--- config.mk ---
export PLATFORM = sky130hd
export DESIGN_NAME = rdp_connection_request_token_parser
export DESIGN_NICKNAME = d
export VERILOG_FILES = /design/src/rtl/rdptok_pkg.sv /design/src/rtl/rdp_connection_request_token_parser.sv /design/src/rtl/rdptok_ram.sv
export VERILOG_INCLUDE_DIRS = /design/src /design/src/rtl
export SDC_FILE = /design/constraint.sdc
export NUM_CORES = 1
export LEC_CHECK = 0
export ABC_CLOCK_PERIOD_IN_PS = 12100
export BUFFER_PORTS_ARGS = -buffer_cell sky130_fd_sc_hd__buf_2
export CAP_MARGIN = 25
export CORE_ASPECT_RATIO = 0.8
export CORE_MARGIN = 2
export CORE_UTILIZATION = 60
export CTS_BUF_LIST = sky130_fd_sc_hd__clkbuf_4
export CTS_CLUSTER_DIAMETER = 200
export DETAILED_ROUTE_END_ITERATION = 16
export PLACE_DENSITY_LB_ADDON = 0.2
export SYNTH_ARGS = -nofsm -noshare
export SYNTH_HDL_FRONTEND = slang
export SYNTH_SLANG_ARGS = --single-unit
--- constraint.sdc ---
create_clock -name aclk -period 12.1 [get_ports aclk]
set_input_delay 1.21 -clock aclk [delete_from_list [all_inputs] [get_ports aclk]]
set_output_delay 1.21 -clock aclk [all_outputs]
set_load 0.02 [all_outputs]
--- src/rtl/rdp_connection_request_token_parser_assert.svh ---
// Assertion macros for the connection request token parser.
`ifndef RDP_CONNECTION_REQUEST_TOKEN_PARSER_ASSERT_SVH
`define RDP_CONNECTION_REQUEST_TOKEN_PARSER_ASSERT_SVH

// Same-cycle implication, sampled on the rising clock, off during reset.
`define RDPTOK_ASSERT_NOW(label, clk, rstn, ante, cons) \
    label: assert property (@(posedge clk) disable iff (!rstn) (ante) |-> (cons)) \
        else $error("rdptok: same-cycle check failed");

// Next-cycle implication, sampled on the rising clock, off during reset.
`define RDPTOK_ASSERT_NEXT(label, clk, rstn, ante, cons) \
    label: assert property (@(posedge clk) disable iff (!rstn) (ante) |=> (cons)) \
        else $error("rdptok: next-cycle check failed");

`endif

--- src/rtl/rdptok_pkg.sv ---
// Types and protocol constants for the connection request token parser.
`default_nettype none

package rdptok_pkg;

    // Sequencer states
    typedef enum logic {
        S_RUN,
        S_TOKEN
    } rdptok_state_t;

    // Result item kinds
    localparam logic KIND_VERDICT = 1'b0;
    localparam logic KIND_TOKEN   = 1'b1;

    // Verdict codes
    localparam logic [1:0] VERDICT_MALFORMED = 2'd0;
    localparam logic [1:0] VERDICT_NORMAL    = 2'd1;
    localparam logic [1:0] VERDICT_TOKEN     = 2'd2;

    // Header byte offsets
    localparam logic [15:0] OFF_VERSION  = 16'd0;
    localparam logic [15:0] OFF_RESERVED = 16'd1;
    localparam logic [15:0] OFF_LEN_HI   = 16'd2;
    localparam logic [15:0] OFF_LEN_LO   = 16'd3;
    localparam logic [15:0] OFF_TPDU     = 16'd5;
    localparam logic [15:0] OFF_LAST_HDR = 16'd10;
    localparam logic [15:0] OFF_VARIABLE = 16'd11;

    // Header values
    localparam logic [7:0]  TPKT_VERSION  = 8'h03;
    localparam logic [7:0]  TPKT_RESERVED = 8'h00;
    localparam logic [15:0] MIN_PKT_LEN   = 16'd11;
    localparam logic [7:0]  X224_CR_CODE  = 8'hE0;

    // Negotiation request signature
    localparam logic [7:0]  NEG_TYPE    = 8'h01;
    localparam logic [7:0]  NEG_LEN_LO  = 8'h08;
    localparam logic [7:0]  NEG_LEN_HI  = 8'h00;
    localparam logic [15:0] NEG_MIN_PKT = 16'd19;

    // Line end characters
    localparam logic [7:0] CHAR_CR = 8'h0D;
    localparam logic [7:0] CHAR_LF = 8'h0A;

endpackage

`default_nettype wire

--- src/rtl/rdp_connection_request_token_parser.sv ---
// Top level: TPKT / X.224 connection request parser with routing token readout.
// Usage:
//   Input channel (s_valid/s_ready): one byte of the connection stream per item;
//   s_new_connection marks offset 0 of a new packet and drops any partial one.
//   Bytes arriving after a verdict and before the next new connection are
//   taken and dropped.
//   Result channel (m_valid/m_ready): a verdict item (kind 0), then for a
//   routing token one item per token byte (kind 1), up to TOKEN_BYTES of them;
//   last marks the final item of the packet.
// Timing:
//   One byte per cycle while parsing and the output register is free. A verdict
//   shows on the m_ side in the cycle after the byte that completes or breaks
//   the packet is taken. Token bytes are read back from the variable-part RAM,
//   one per cycle while the receiver does not stall; each goes through the
//   registered RAM read and then the output register, and the input is held
//   off until the last token byte is loaded. The RAM read port sets that readout rate.
// Reset: synchronous, active low; the parser then waits for a new connection.
// Stalls: a single output register holds the pending item; input bytes are
//   taken whenever that register is empty or being drained and no token is being read out.
`default_nettype none

`include "rdp_connection_request_token_parser_assert.svh"

module rdp_connection_request_token_parser #(
    parameter int TOKEN_BYTES = 32
) (
    input  wire logic        aclk,
    input  wire logic        aresetn,
    // Input byte channel
    input  wire logic        s_valid,
    output logic             s_ready,
    input  wire logic        s_new_connection,
    input  wire logic [7:0]  s_data_byte,
    // Result channel
    output logic             m_valid,
    input  wire logic        m_ready,
    output logic             m_kind,
    output logic [1:0]       m_verdict,
    output logic [7:0]       m_token_byte,
    output logic [15:0]      m_token_length,
    output logic             m_truncated,
    output logic             m_last
);

    import rdptok_pkg::*;

    localparam int AW = $clog2(TOKEN_BYTES);
    localparam int CW = $clog2(TOKEN_BYTES + 1);
    localparam logic [15:0] TOKEN_MAX = 16'(TOKEN_BYTES);

    // Control and packet state
    rdptok_state_t state_reg, state_next;
    logic [15:0]   byte_offset_reg, byte_offset_next;
    logic [15:0]   packet_length_reg, packet_length_next;
    logic          finished_reg, finished_next;
    logic          crlf_seen_reg, crlf_seen_next;
    logic [15:0]   token_count_reg, token_count_next;
    logic          prior_cr_reg, prior_cr_next;
    logic          neg0_reg, neg0_next;
    logic          neg2_reg, neg2_next;
    logic          neg3_reg, neg3_next;

    // Token readout
    logic [CW-1:0] rd_idx_reg, rd_idx_next;
    logic [CW-1:0] tok_n_reg, tok_n_next;
    logic          rd_pend_reg, rd_pend_next;

    // Output register
    logic          m_valid_reg, m_valid_next;
    logic          m_kind_reg, m_kind_next;
    logic [1:0]    m_verdict_reg, m_verdict_next;
    logic [7:0]    m_token_byte_reg, m_token_byte_next;
    logic [15:0]   m_token_length_reg, m_token_length_next;
    logic          m_truncated_reg, m_truncated_next;
    logic          m_last_reg, m_last_next;

    // Byte decode
    logic          out_free;
    logic          accept;
    logic          active;
    logic [15:0]   off;
    logic [15:0]   plen_cur;
    logic          crlf_cur;
    logic          prior_cur;
    logic [15:0]   tc_cur;
    logic          bad;
    logic [15:0]   plen_new;
    logic          in_var;
    logic [15:0]   idx;
    logic          crlf_hit;
    logic          crlf_new;
    logic [15:0]   tc_new;
    logic          pkt_end;
    logic          neg;
    logic          token_verdict;
    logic          trunc_new;
    logic          token_start;

    // RAM ports
    logic          ram_wr_en;
    logic          ram_rd_en;
    logic          load_tok;
    logic [7:0]    ram_rd_data;

    assign out_free = !m_valid_reg || m_ready;
    assign s_ready  = (state_reg == S_RUN) && out_free;
    assign accept   = s_valid && s_ready;
    assign active   = accept && (s_new_connection || !finished_reg);

    // Per-packet state as seen by this byte (a new connection starts clean)
    assign off       = s_new_connection ? 16'd0 : byte_offset_reg;
    assign plen_cur  = s_new_connection ? 16'd0 : packet_length_reg;
    assign crlf_cur  = s_new_connection ? 1'b0  : crlf_seen_reg;
    assign prior_cur = s_new_connection ? 1'b0  : prior_cr_reg;
    assign tc_cur    = s_new_connection ? 16'd0 : token_count_reg;

    // Header checks and length capture
    always_comb begin
        bad      = 1'b0;
        plen_new = plen_cur;
        unique case (off)
            OFF_VERSION:  bad = (s_data_byte != TPKT_VERSION);
            OFF_RESERVED: bad = (s_data_byte != TPKT_RESERVED);
            OFF_LEN_HI:   plen_new = {s_data_byte, 8'h00};
            OFF_LEN_LO: begin
                plen_new = plen_cur | {8'h00, s_data_byte};
                bad      = (plen_new < MIN_PKT_LEN);
            end
            OFF_TPDU:     bad = (s_data_byte != X224_CR_CODE);
            default:      bad = 1'b0;
        endcase
    end

    // Variable part: CRLF search and packet end
    assign in_var    = (off >= OFF_VARIABLE);
    assign idx       = off - OFF_VARIABLE;
    assign crlf_hit  = in_var && !crlf_cur && prior_cur && (s_data_byte == CHAR_LF);
    assign crlf_new  = crlf_cur || crlf_hit;
    assign tc_new    = crlf_hit ? (idx - 16'd1) : tc_cur;
    assign pkt_end   = (off >= OFF_LAST_HDR) && (({1'b0, off} + 17'd1) == {1'b0, plen_new});
    assign neg       = (plen_new >= NEG_MIN_PKT) && neg0_reg && neg2_reg && neg3_reg;
    assign token_verdict = !neg && crlf_new && (tc_new != 16'd0);
    assign trunc_new = (tc_new > TOKEN_MAX);
    assign token_start = active && !bad && pkt_end && token_verdict;

    assign ram_wr_en = active && !bad && in_var && (idx < TOKEN_MAX);

    // Token readout: load pending RAM data, issue the next read
    assign load_tok  = (state_reg == S_TOKEN) && rd_pend_reg && out_free;
    assign ram_rd_en = (state_reg == S_TOKEN) && (rd_idx_reg < tok_n_reg)
                       && (!rd_pend_reg || load_tok);

    rdptok_ram #(
        .WIDTH (8),
        .DEPTH (TOKEN_BYTES)
    ) u_store (
        .aclk    (aclk),
        .wr_en   (ram_wr_en),
        .wr_addr (idx[AW-1:0]),
        .wr_data (s_data_byte),
        .rd_en   (ram_rd_en),
        .rd_addr (rd_idx_reg[AW-1:0]),
        .rd_data (ram_rd_data)
    );

    // Next state and outputs
    always_comb begin
        state_next          = state_reg;
        byte_offset_next    = byte_offset_reg;
        packet_length_next  = packet_length_reg;
        finished_next       = finished_reg;
        crlf_seen_next      = crlf_seen_reg;
        token_count_next    = token_count_reg;
        prior_cr_next       = prior_cr_reg;
        neg0_next           = neg0_reg;
        neg2_next           = neg2_reg;
        neg3_next           = neg3_reg;
        rd_idx_next         = rd_idx_reg;
        tok_n_next          = tok_n_reg;
        rd_pend_next        = rd_pend_reg;
        m_valid_next        = m_valid_reg && !m_ready;
        m_kind_next         = m_kind_reg;
        m_verdict_next      = m_verdict_reg;
        m_token_byte_next   = m_token_byte_reg;
        m_token_length_next = m_token_length_reg;
        m_truncated_next    = m_truncated_reg;
        m_last_next         = m_last_reg;

        unique case (state_reg)
            S_RUN: begin
                if (active) begin
                    packet_length_next = plen_new;
                    crlf_seen_next     = crlf_new;
                    token_count_next   = tc_new;
                    prior_cr_next      = (in_var && !crlf_cur) ?
                                         (s_data_byte == CHAR_CR) : prior_cur;
                    byte_offset_next   = off + 16'd1;
                    finished_next      = 1'b0;
                    if (in_var && idx == 16'd0) begin
                        neg0_next = (s_data_byte == NEG_TYPE);
                    end
                    if (in_var && idx == 16'd2) begin
                        neg2_next = (s_data_byte == NEG_LEN_LO);
                    end
                    if (in_var && idx == 16'd3) begin
                        neg3_next = (s_data_byte == NEG_LEN_HI);
                    end
                    if (bad || pkt_end) begin
                        finished_next       = 1'b1;
                        byte_offset_next    = off;
                        m_valid_next        = 1'b1;
                        m_kind_next         = KIND_VERDICT;
                        m_token_byte_next   = 8'h00;
                        m_verdict_next      = VERDICT_MALFORMED;
                        m_token_length_next = 16'd0;
                        m_truncated_next    = 1'b0;
                        m_last_next         = 1'b1;
                        if (!bad) begin
                            m_verdict_next = VERDICT_NORMAL;
                            if (token_verdict) begin
                                m_verdict_next      = VERDICT_TOKEN;
                                m_token_length_next = tc_new;
                                m_truncated_next    = trunc_new;
                                m_last_next         = 1'b0;
                                tok_n_next          = trunc_new ? CW'(TOKEN_BYTES)
                                                                : tc_new[CW-1:0];
                                rd_idx_next         = '0;
                                rd_pend_next        = 1'b0;
                                state_next          = S_TOKEN;
                            end
                        end
                    end
                end
            end
            S_TOKEN: begin
                if (ram_rd_en) begin
                    rd_idx_next = rd_idx_reg + CW'(1);
                end
                rd_pend_next = ram_rd_en || (rd_pend_reg && !load_tok);
                if (load_tok) begin
                    m_valid_next      = 1'b1;
                    m_kind_next       = KIND_TOKEN;
                    m_token_byte_next = ram_rd_data;
                    m_last_next       = (rd_idx_reg == tok_n_reg);
                    if (rd_idx_reg == tok_n_reg) begin
                        state_next = S_RUN;
                    end
                end
            end
            default: state_next = S_RUN;
        endcase
    end

    // Control registers
    always_ff @(posedge aclk) begin
        if (!aresetn) begin
            state_reg         <= S_RUN;
            byte_offset_reg   <= '0;
            packet_length_reg <= '0;
            finished_reg      <= 1'b1;
            crlf_seen_reg     <= 1'b0;
            token_count_reg   <= '0;
            prior_cr_reg      <= 1'b0;
            rd_idx_reg        <= '0;
            tok_n_reg         <= '0;
            rd_pend_reg       <= 1'b0;
            m_valid_reg       <= 1'b0;
        end else begin
            state_reg         <= state_next;
            byte_offset_reg   <= byte_offset_next;
            packet_length_reg <= packet_length_next;
            finished_reg      <= finished_next;
            crlf_seen_reg     <= crlf_seen_next;
            token_count_reg   <= token_count_next;
            prior_cr_reg      <= prior_cr_next;
            rd_idx_reg        <= rd_idx_next;
            tok_n_reg         <= tok_n_next;
            rd_pend_reg       <= rd_pend_next;
            m_valid_reg       <= m_valid_next;
        end
    end

    // Payload registers
    always_ff @(posedge aclk) begin
        neg0_reg           <= neg0_next;
        neg2_reg           <= neg2_next;
        neg3_reg           <= neg3_next;
        m_kind_reg         <= m_kind_next;
        m_verdict_reg      <= m_verdict_next;
        m_token_byte_reg   <= m_token_byte_next;
        m_token_length_reg <= m_token_length_next;
        m_truncated_reg    <= m_truncated_next;
        m_last_reg         <= m_last_next;
    end

    assign m_valid        = m_valid_reg;
    assign m_kind         = m_kind_reg;
    assign m_verdict      = m_verdict_reg;
    assign m_token_byte   = m_token_byte_reg;
    assign m_token_length = m_token_length_reg;
    assign m_truncated    = m_truncated_reg;
    assign m_last         = m_last_reg;

    // Checks
    `RDPTOK_ASSERT_NOW(a_rd_idx_bound, aclk, aresetn,
        state_reg == S_TOKEN, rd_idx_reg <= tok_n_reg)
    `RDPTOK_ASSERT_NOW(a_pend_in_token, aclk, aresetn,
        rd_pend_reg, state_reg == S_TOKEN)
    `RDPTOK_ASSERT_NEXT(a_token_verdict_first, aclk, aresetn,
        token_start, m_valid && m_kind == KIND_VERDICT && !m_last)
    `RDPTOK_ASSERT_NOW(a_token_item_verdict, aclk, aresetn,
        m_valid_reg && m_kind_reg == KIND_TOKEN, m_verdict_reg == VERDICT_TOKEN)

endmodule

`default_nettype wire

--- src/rtl/rdptok_ram.sv ---
// Generic single-port-write, single-port-read RAM with registered read data.
`default_nettype none

module rdptok_ram #(
    parameter int WIDTH = 8,
    parameter int DEPTH = 32
) (
    input  wire logic                     aclk,
    input  wire logic                     wr_en,
    input  wire logic [$clog2(DEPTH)-1:0] wr_addr,
    input  wire logic [WIDTH-1:0]         wr_data,
    input  wire logic                     rd_en,
    input  wire logic [$clog2(DEPTH)-1:0] rd_addr,
    output logic      [WIDTH-1:0]         rd_data
);

    logic [WIDTH-1:0] mem_reg [DEPTH];

    // Write port
    always_ff @(posedge aclk) begin
        if (wr_en) begin
            mem_reg[wr_addr] <= wr_data;
        end
    end

    // Registered read port, holds while not enabled
    always_ff @(posedge aclk) begin
        if (rd_en) begin
            rd_data <= mem_reg[rd_addr];
        end
    end

endmodule

`default_nettype wire
* Yosys cells after proc, flatten, opt, wreduce, memory -nomap -nowiden
Memory sizes are Yosys's and may differ from the RTL's. A register that Yosys moved wholly into a read port is not among the register bits. Cells that the tools add are included.
Storage, ports and cells: bits in registers 98, memory bits (writable) 256, bits of input ports 13, word-level logic and storage cells 161, memories 1
Memory list:
- u_store.mem_reg | depth 32, bits a word 8, read ports 1, clocked after Yosys merged registers in 1, wr ports 1, line rdptok_ram.sv:17 | logic [WIDTH-1:0] mem_reg [DEPTH];
Operators by class: $add $sub $neg 5, $lt $le $gt $ge 7, equality and inequality tests 20, muxes and demuxes 51, bitwise logic cells 4, reduce and logical (&&, ||, !) cells 53
Operator list (number):
- 2-to-1 mux 16 bit | 5
- == test 16 x 2 -> 1 bit, second input constant | 4
- 2-to-1 mux 6 bit | 6
- >= comparator 16 x 4 -> 1 bit, second input constant | 2
- logical NOT 16 bit | 2
- one-hot mux 16 bit (2 select lines) | 1
- 2-to-1 mux 1 bit | 27
- == test 8 x 4 -> 1 bit, second input constant | 3
- logical AND 1 bit | 24
- 2-to-1 mux 8 bit | 3
- adder 16 x 1 -> 17 bit, second input constant | 1
- == test 17 x 16 -> 1 bit | 1
- adder 16 x 1 -> 16 bit, second input constant | 1
- == test 16 x 1 -> 1 bit, second input constant | 1
- == test 16 x 3 -> 1 bit, second input constant | 1
- >= comparator 16 x 5 -> 1 bit, second input constant | 1
- > comparator 16 x 6 -> 1 bit, second input constant | 1
- less-than comparator 16 x 4 -> 1 bit, second input constant | 1
- less-than comparator 16 x 6 -> 1 bit, second input constant | 1
- bitwise OR 16 x 8 -> 16 bit | 1
- one-hot mux 8 bit (2 select lines) | 1
- nonzero test 16 bit | 1
- subtractor 16 x 1 -> 16 bit, second input constant | 1
- subtractor 16 x 4 -> 16 bit, second input constant | 1
- other kinds (22) | 49

* Logic depth before layout (Yosys ltp)
depth after elaboration 15, depth in mapped cells 22, gate-level depth less buffers 13

* Modules after synthesis
A second synthesis with hierarchy kept.
Unflattened totals: cell total of the unflattened synthesis 1199, area, all modules 16560.9 um2
Modules (own cells, without submodules):
- rdptok_ram | times used 1, cells each 417, area an instance 10133.5 um2, sequential area each 7927.6 um2
- rdp_connection_request_token_parser | times used 1, cells each 782, area an instance 6427.4 um2, sequential area each 2282.2 um2

* Worst setup path after synthesis
OpenSTA, ideal clock, no wires.
path kind input-to-reg, start point in s_new_connection, end point reg m_kind_reg, in the netlist m_kind, enable pin, setup time 340 ps, data arrival time 6711 ps, required time 11760 ps, setup slack 5049 ps, stages 21, buffers on the path 9, cells stage by stage buf_2 -> buf_1 -> buf_1 -> clkbuf_1 -> buf_1 -> clkbuf_1 -> nor2b_1 -> ha_1 -> clkbuf_1 -> nor4b_1 -> nand4_1 -> and2_1 -> clkbuf_1 -> a22o_1 -> xor2_1 -> nor4_1 -> nand4_1 -> clkbuf_1 -> a21oi_1 -> inv_1 -> nand2_1
On the way: word-level cells in the longest chain between the ends 8, elaborated cells on any way between the ends 21, those cells by class add/sub (1); order compare (2); eq/ne (7); mux (4); bitwise (1); reduce/logical (6)
RTL lines:
- from (decl) | line rdp_connection_request_token_parser.sv:32 | input wire logic s_new_connection,
- parallel branches: the longest is 7 deep, another holds adder 16 x 1 -> 17 bit
- AND reduction 3 bit (no source line) *
- to (signal assigned) | line rdp_connection_request_token_parser.sv:288 | m_kind_reg <= m_kind_next;
- to (decl) | line rdp_connection_request_token_parser.sv:70 | logic m_kind_reg, m_kind_next;
Mark *: on every way between the ends. A chain may end at the register's enable or synchronous reset.

* Worst setup path in the final report
start point in s_new_connection, end point mem u_store.mem_reg[30][0], enable pin
On the way: word-level cells in the longest chain between the ends 10, elaborated cells on any way between the ends 20, those cells by class add/sub (1); order compare (3); eq/ne (3); mux (5); bitwise (1); reduce/logical (7)
RTL lines (line):
- parallel branches: the longest is 10 deep, another holds subtractor 16 x 4 -> 16 bit
- to (decl) | rdptok_ram.sv:17
Parallel ways; which one is timed is not known.

==> run summary <==
========================================================================================
Number of pins with negative max-slew slack in the final report                        0
Commonest non-fill, non-tap cell in the layout                              sky130_fd_sc_hd__edfxtp_1
Max FO, Critical Path                                                                 64
Number of buffers inserted by port buffering                                          43
Clock insertion delay at the later pin of the skew report                        0.74 ns
Number of vias after detailed routing                                              10900
Initial antenna violation count                                                        2
Highest-count cells in the layout ignoring fill and taps                    sky130_fd_sc_hd__edfxtp_1 (296), sky130_fd_sc_hd__nor2_1 (137), sky130_fd_sc_hd__clkbuf_4 (134)
Source of the worst register-to-register timing path                        byte_offset_reg[0]
Pin count of the biggest net entering global routing                                  65
Fraction of the core area covered by cells at the end of the flow                  0.668
Critical hold path startpoint                                               tok_n_reg[4]
Count of placed standard cells in the final layout, fillers left out                1713
Initial cell density of the core                                                   0.607
Worst Max-Slew Pin Slew                                                         0.987 ns
Total half-perimeter wirelength after legalization and detailed placement        24.8 mm
Delay-heaviest family, CP                                                   simple AND/OR/NAND/NOR gates
Hold violation total from the final report                                             0
Number of ports placed on the die boundary                                            44
Nets in the synthesized netlist                                                     1239
Endpoint of the most critical register-to-register path                     m_token_length[11]
Register-to-Register Path Depth                                                       12
First-pass iteration count of the detailed router                                      6
Number of nets still failing antenna checks after routing                              0
Leak                                                                             5.82 nW
PnR worst setup slack                                                            6.18 ns
Die Wd                                                                            189 um
Shortest clock period the worst path allows after layout                         5.92 ns
Post-route design area                                                        18100 um^2
Endpoint arrival time on the critical path                                       6.25 ns
Synth Register Bits                                                                  362
Area growth syn-to-layout                                                          10.1%
Max reg flops                                                                        256
Number of enable flip-flop cells after synthesis                                     296
Crit-path max cell delay                                                         0.84 ns
Fraction of final layout cells sized beyond drive strength 1                       0.238
Fin Setup TNS                                                                       0 ns
Routed length per placed instance                                                22.5 um
Synth Area per Inst                                                            13.6 um^2
Total number of H-tree levels                                                          3
Worst hold path class                                                            reg2reg
Maximum clock frequency                                                          169 MHz
Data required time at the worst endpoint                                        12.43 ns
Worst hold stages                                                                      2
Die Footprint                                                                 28800 um^2
Total placed instance area                                                    17000 um^2
PwrDens                                                                      133 nW/um^2
Placed cell count                                                                   1553
Number of buffers added by the clock tree synthesis step                              87
1st-iter DRT viols                                                                  1309
Core ar.                                                                      27200 um^2
Global route overflow                                                                  0
Number of setup buffers added after CTS                                                0
Hold bufs inserted after CTS                                                           0
Main flop type after synthesis                                              sky130_fd_sc_hd__edfxtp_1
Area of the mapped netlist                                                    16500 um^2
Buffer type at the clock tree root                                          sky130_fd_sc_hd__clkbuf_4
DR vias/cell                                                                        6.37
DRC viols                                                                              0
Count of distinct cell types in the synthesized netlist                               75
Total Routing Usage GR                                                             0.272
Kind of end point of the critical path                                          register
Final setup fails                                                                      0
Unrepaired setup endpoints after global routing                                    false
Hold Crit Endpoint                                                          tok_n_reg[4]
Final-layout fill cell count                                                        1990
CTS clock-pin slew for the worst setup and hold paths                            0.06 ns
Ratio of final minimum period to clock period                                      0.490
Crit path buf inv count                                                                2
TritonCTS clock tree                                                                done
FP Rows                                                                               54
Worst slew slack as a fraction of its limit                                        0.336
Setup slack at placement                                                         5.28 ns
Kind of critical path                                                             in2reg
Yosys synthesis warning count                                                          0
Clock net sink count                                                                 362
Clock skew                                                                     0.0392 ns
Vias in the first global route                                                     10400
Category of the worst setup path launch point                                  input pin
Net total in the final layout                                                       1306
Internal reg-to-reg setup slack                                                  6.52 ns
Gate count of the mapped netlist                                                    1213
Outcome                                                                     finished clean
Final weighted congestion in routability-driven placement                          0.894
Max-cap violation count                                                                0
Sequential element share of the synthesized area                                   0.619
Share of synthesized flip-flops with an asynchronous set or reset                      0
Resize count post-CTS                                                                  0
Ordered cell list for the critical path                                     buf_2 > buf_4 > nor2b_1 > ha_1 > o21ai_1 > o211ai_1 > o311a_2 > nor3_1 > nand3_1 > nor4_1 > nand2_1 > nor2_1
Global-route wire length before repair                                           59.9 mm
Slowest cell on crit path                                                   sky130_fd_sc_hd__nor2_1
Number of buffers on the longest clock path                                            3
Maximum ir drop on the vdd rail                                                0.0895 mV
Post-Route WL                                                                    38.6 mm
Die Y-Extent                                                                      152 um
========================================================================================
## power by group
group	internal, mW	switching (mW)	leakage [nW]	total [mW]
clock network	0.527	0.470	0.676	0.997
logic	0.0156	0.0529	1.94	0.0685
registers	1.35	0.00275	3.20	1.35
## metrics by stage
stage	hold WS (ns)	power, mW
after floorplan	0.438	1.41
after global placement	0.458	1.44
after detailed placement	0.473	1.45
after CTS	0.483	2.43
after global routing	0.502	2.50
final	0.479	2.42
## cells by family (layout without fill, tap and decap cells)
family | after synthesis | after routing | share of synthesized area
AO/OA/AOI/OAI | 191 | 191 | 0.0769
XOR/XNOR | 45 | 45 | 0.0239
adder cells (fa/ha/maj) | 13 | 13 | 0.00987
buffers and inverters | 109 | 244 | 0.0262
flip-flops | 362 | 362 | 0.619
multiplexers | 101 | 101 | 0.123
other | 0 | 1 | 0
AND/OR/NAND/NOR | 392 | 392 | 0.121
## worst register-to-register path, cell delays in order, from the launching register on
cell and delay, ns:
sky130_fd_sc_hd__dfxtp_1 0.65, sky130_fd_sc_hd__nor2b_1 0.45, sky130_fd_sc_hd__ha_1 0.71, sky130_fd_sc_hd__o21a_1 0.29, sky130_fd_sc_hd__xnor2_1 0.13, sky130_fd_sc_hd__nor4_1 0.70
sky130_fd_sc_hd__or4b_1 0.51, sky130_fd_sc_hd__xor2_1 0.21, sky130_fd_sc_hd__o41ai_2 0.44, sky130_fd_sc_hd__nand3_1 0.16, sky130_fd_sc_hd__o31a_1 0.39, sky130_fd_sc_hd__nand2_1 0.49
sky130_fd_sc_hd__nor2_1 0.14
## worst max-delay path by stage
stage	endpoint	slack (ns)	cells past startpoint	start
after floorplan	m_kind	5.05	21	s_new_connection
after global placement	m_token_byte[0]	5.44	14	s_new_connection
after detailed placement	m_token_byte[5]	5.28	14	s_new_connection
after CTS	m_token_byte[7]	6.01	14	s_new_connection
after global routing	m_last	5.97	15	s_new_connection
final	u_store.mem_reg[30][0]	6.18	12	s_new_connection
## routing by layer
layer / track usage / up-vias / wire [um]
met5: 0 / - / 0
met4: 0.0808 / 0 / 617
met3: 0.0555 / 59 / 3640
met2: 0.399 / 589 / 17300
met1: 0.417 / 5364 / 17000
li1: - / 4897 / -
## cell type report
class,instances,area (um^2),share of cell area
multi-input cells,742,5850,0.322
well taps,364,455,0.0251
inverters,23,86.3,0.00476
repair buffers,64,408,0.0225
clock inverters,23,125,0.00690
flip-flops and latches,362,10200,0.563
diodes,1,2.50,0.000138
clock buffers,134,1010,0.0554
## synth_stat cells, types with 7 or more instances
master | count | share of area
sky130_fd_sc_hd__nand2_1 | 44 | 0.010
sky130_fd_sc_hd__and2_1 | 20 | 0.0076
sky130_fd_sc_hd__o21a_1 | 7 | 0.0032
sky130_fd_sc_hd__and3_1 | 16 | 0.0061
sky130_fd_sc_hd__mux4_2 | 80 | 0.11
sky130_fd_sc_hd__edfxtp_1 | 296 | 0.54
sky130_fd_sc_hd__nor2_1 | 137 | 0.031
sky130_fd_sc_hd__nand3_1 | 45 | 0.014
sky130_fd_sc_hd__mux2_2 | 11 | 0.0075
sky130_fd_sc_hd__mux2i_1 | 10 | 0.0061
sky130_fd_sc_hd__or2_2 | 10 | 0.0038
sky130_fd_sc_hd__a211oi_1 | 10 | 0.0046
sky130_fd_sc_hd__clkbuf_1 | 62 | 0.014
sky130_fd_sc_hd__buf_2 | 12 | 0.0036
sky130_fd_sc_hd__dfxtp_1 | 66 | 0.080
sky130_fd_sc_hd__xor2_1 | 14 | 0.0074
sky130_fd_sc_hd__nand2b_1 | 7 | 0.0027
sky130_fd_sc_hd__inv_1 | 21 | 0.0048
sky130_fd_sc_hd__a31oi_1 | 8 | 0.0030
sky130_fd_sc_hd__o21ai_0 | 31 | 0.0094
sky130_fd_sc_hd__nor4_1 | 23 | 0.0087
sky130_fd_sc_hd__a21oi_1 | 57 | 0.017
sky130_fd_sc_hd__buf_1 | 11 | 0.0025
sky130_fd_sc_hd__ha_1 | 13 | 0.0099
sky130_fd_sc_hd__nor2b_1 | 19 | 0.0072
sky130_fd_sc_hd__a22oi_1 | 24 | 0.011
sky130_fd_sc_hd__nor3_1 | 24 | 0.0073
sky130_fd_sc_hd__xnor2_1 | 31 | 0.016
sky130_fd_sc_hd__nand4_1 | 16 | 0.0061
(Power assumes the default switching activity.)
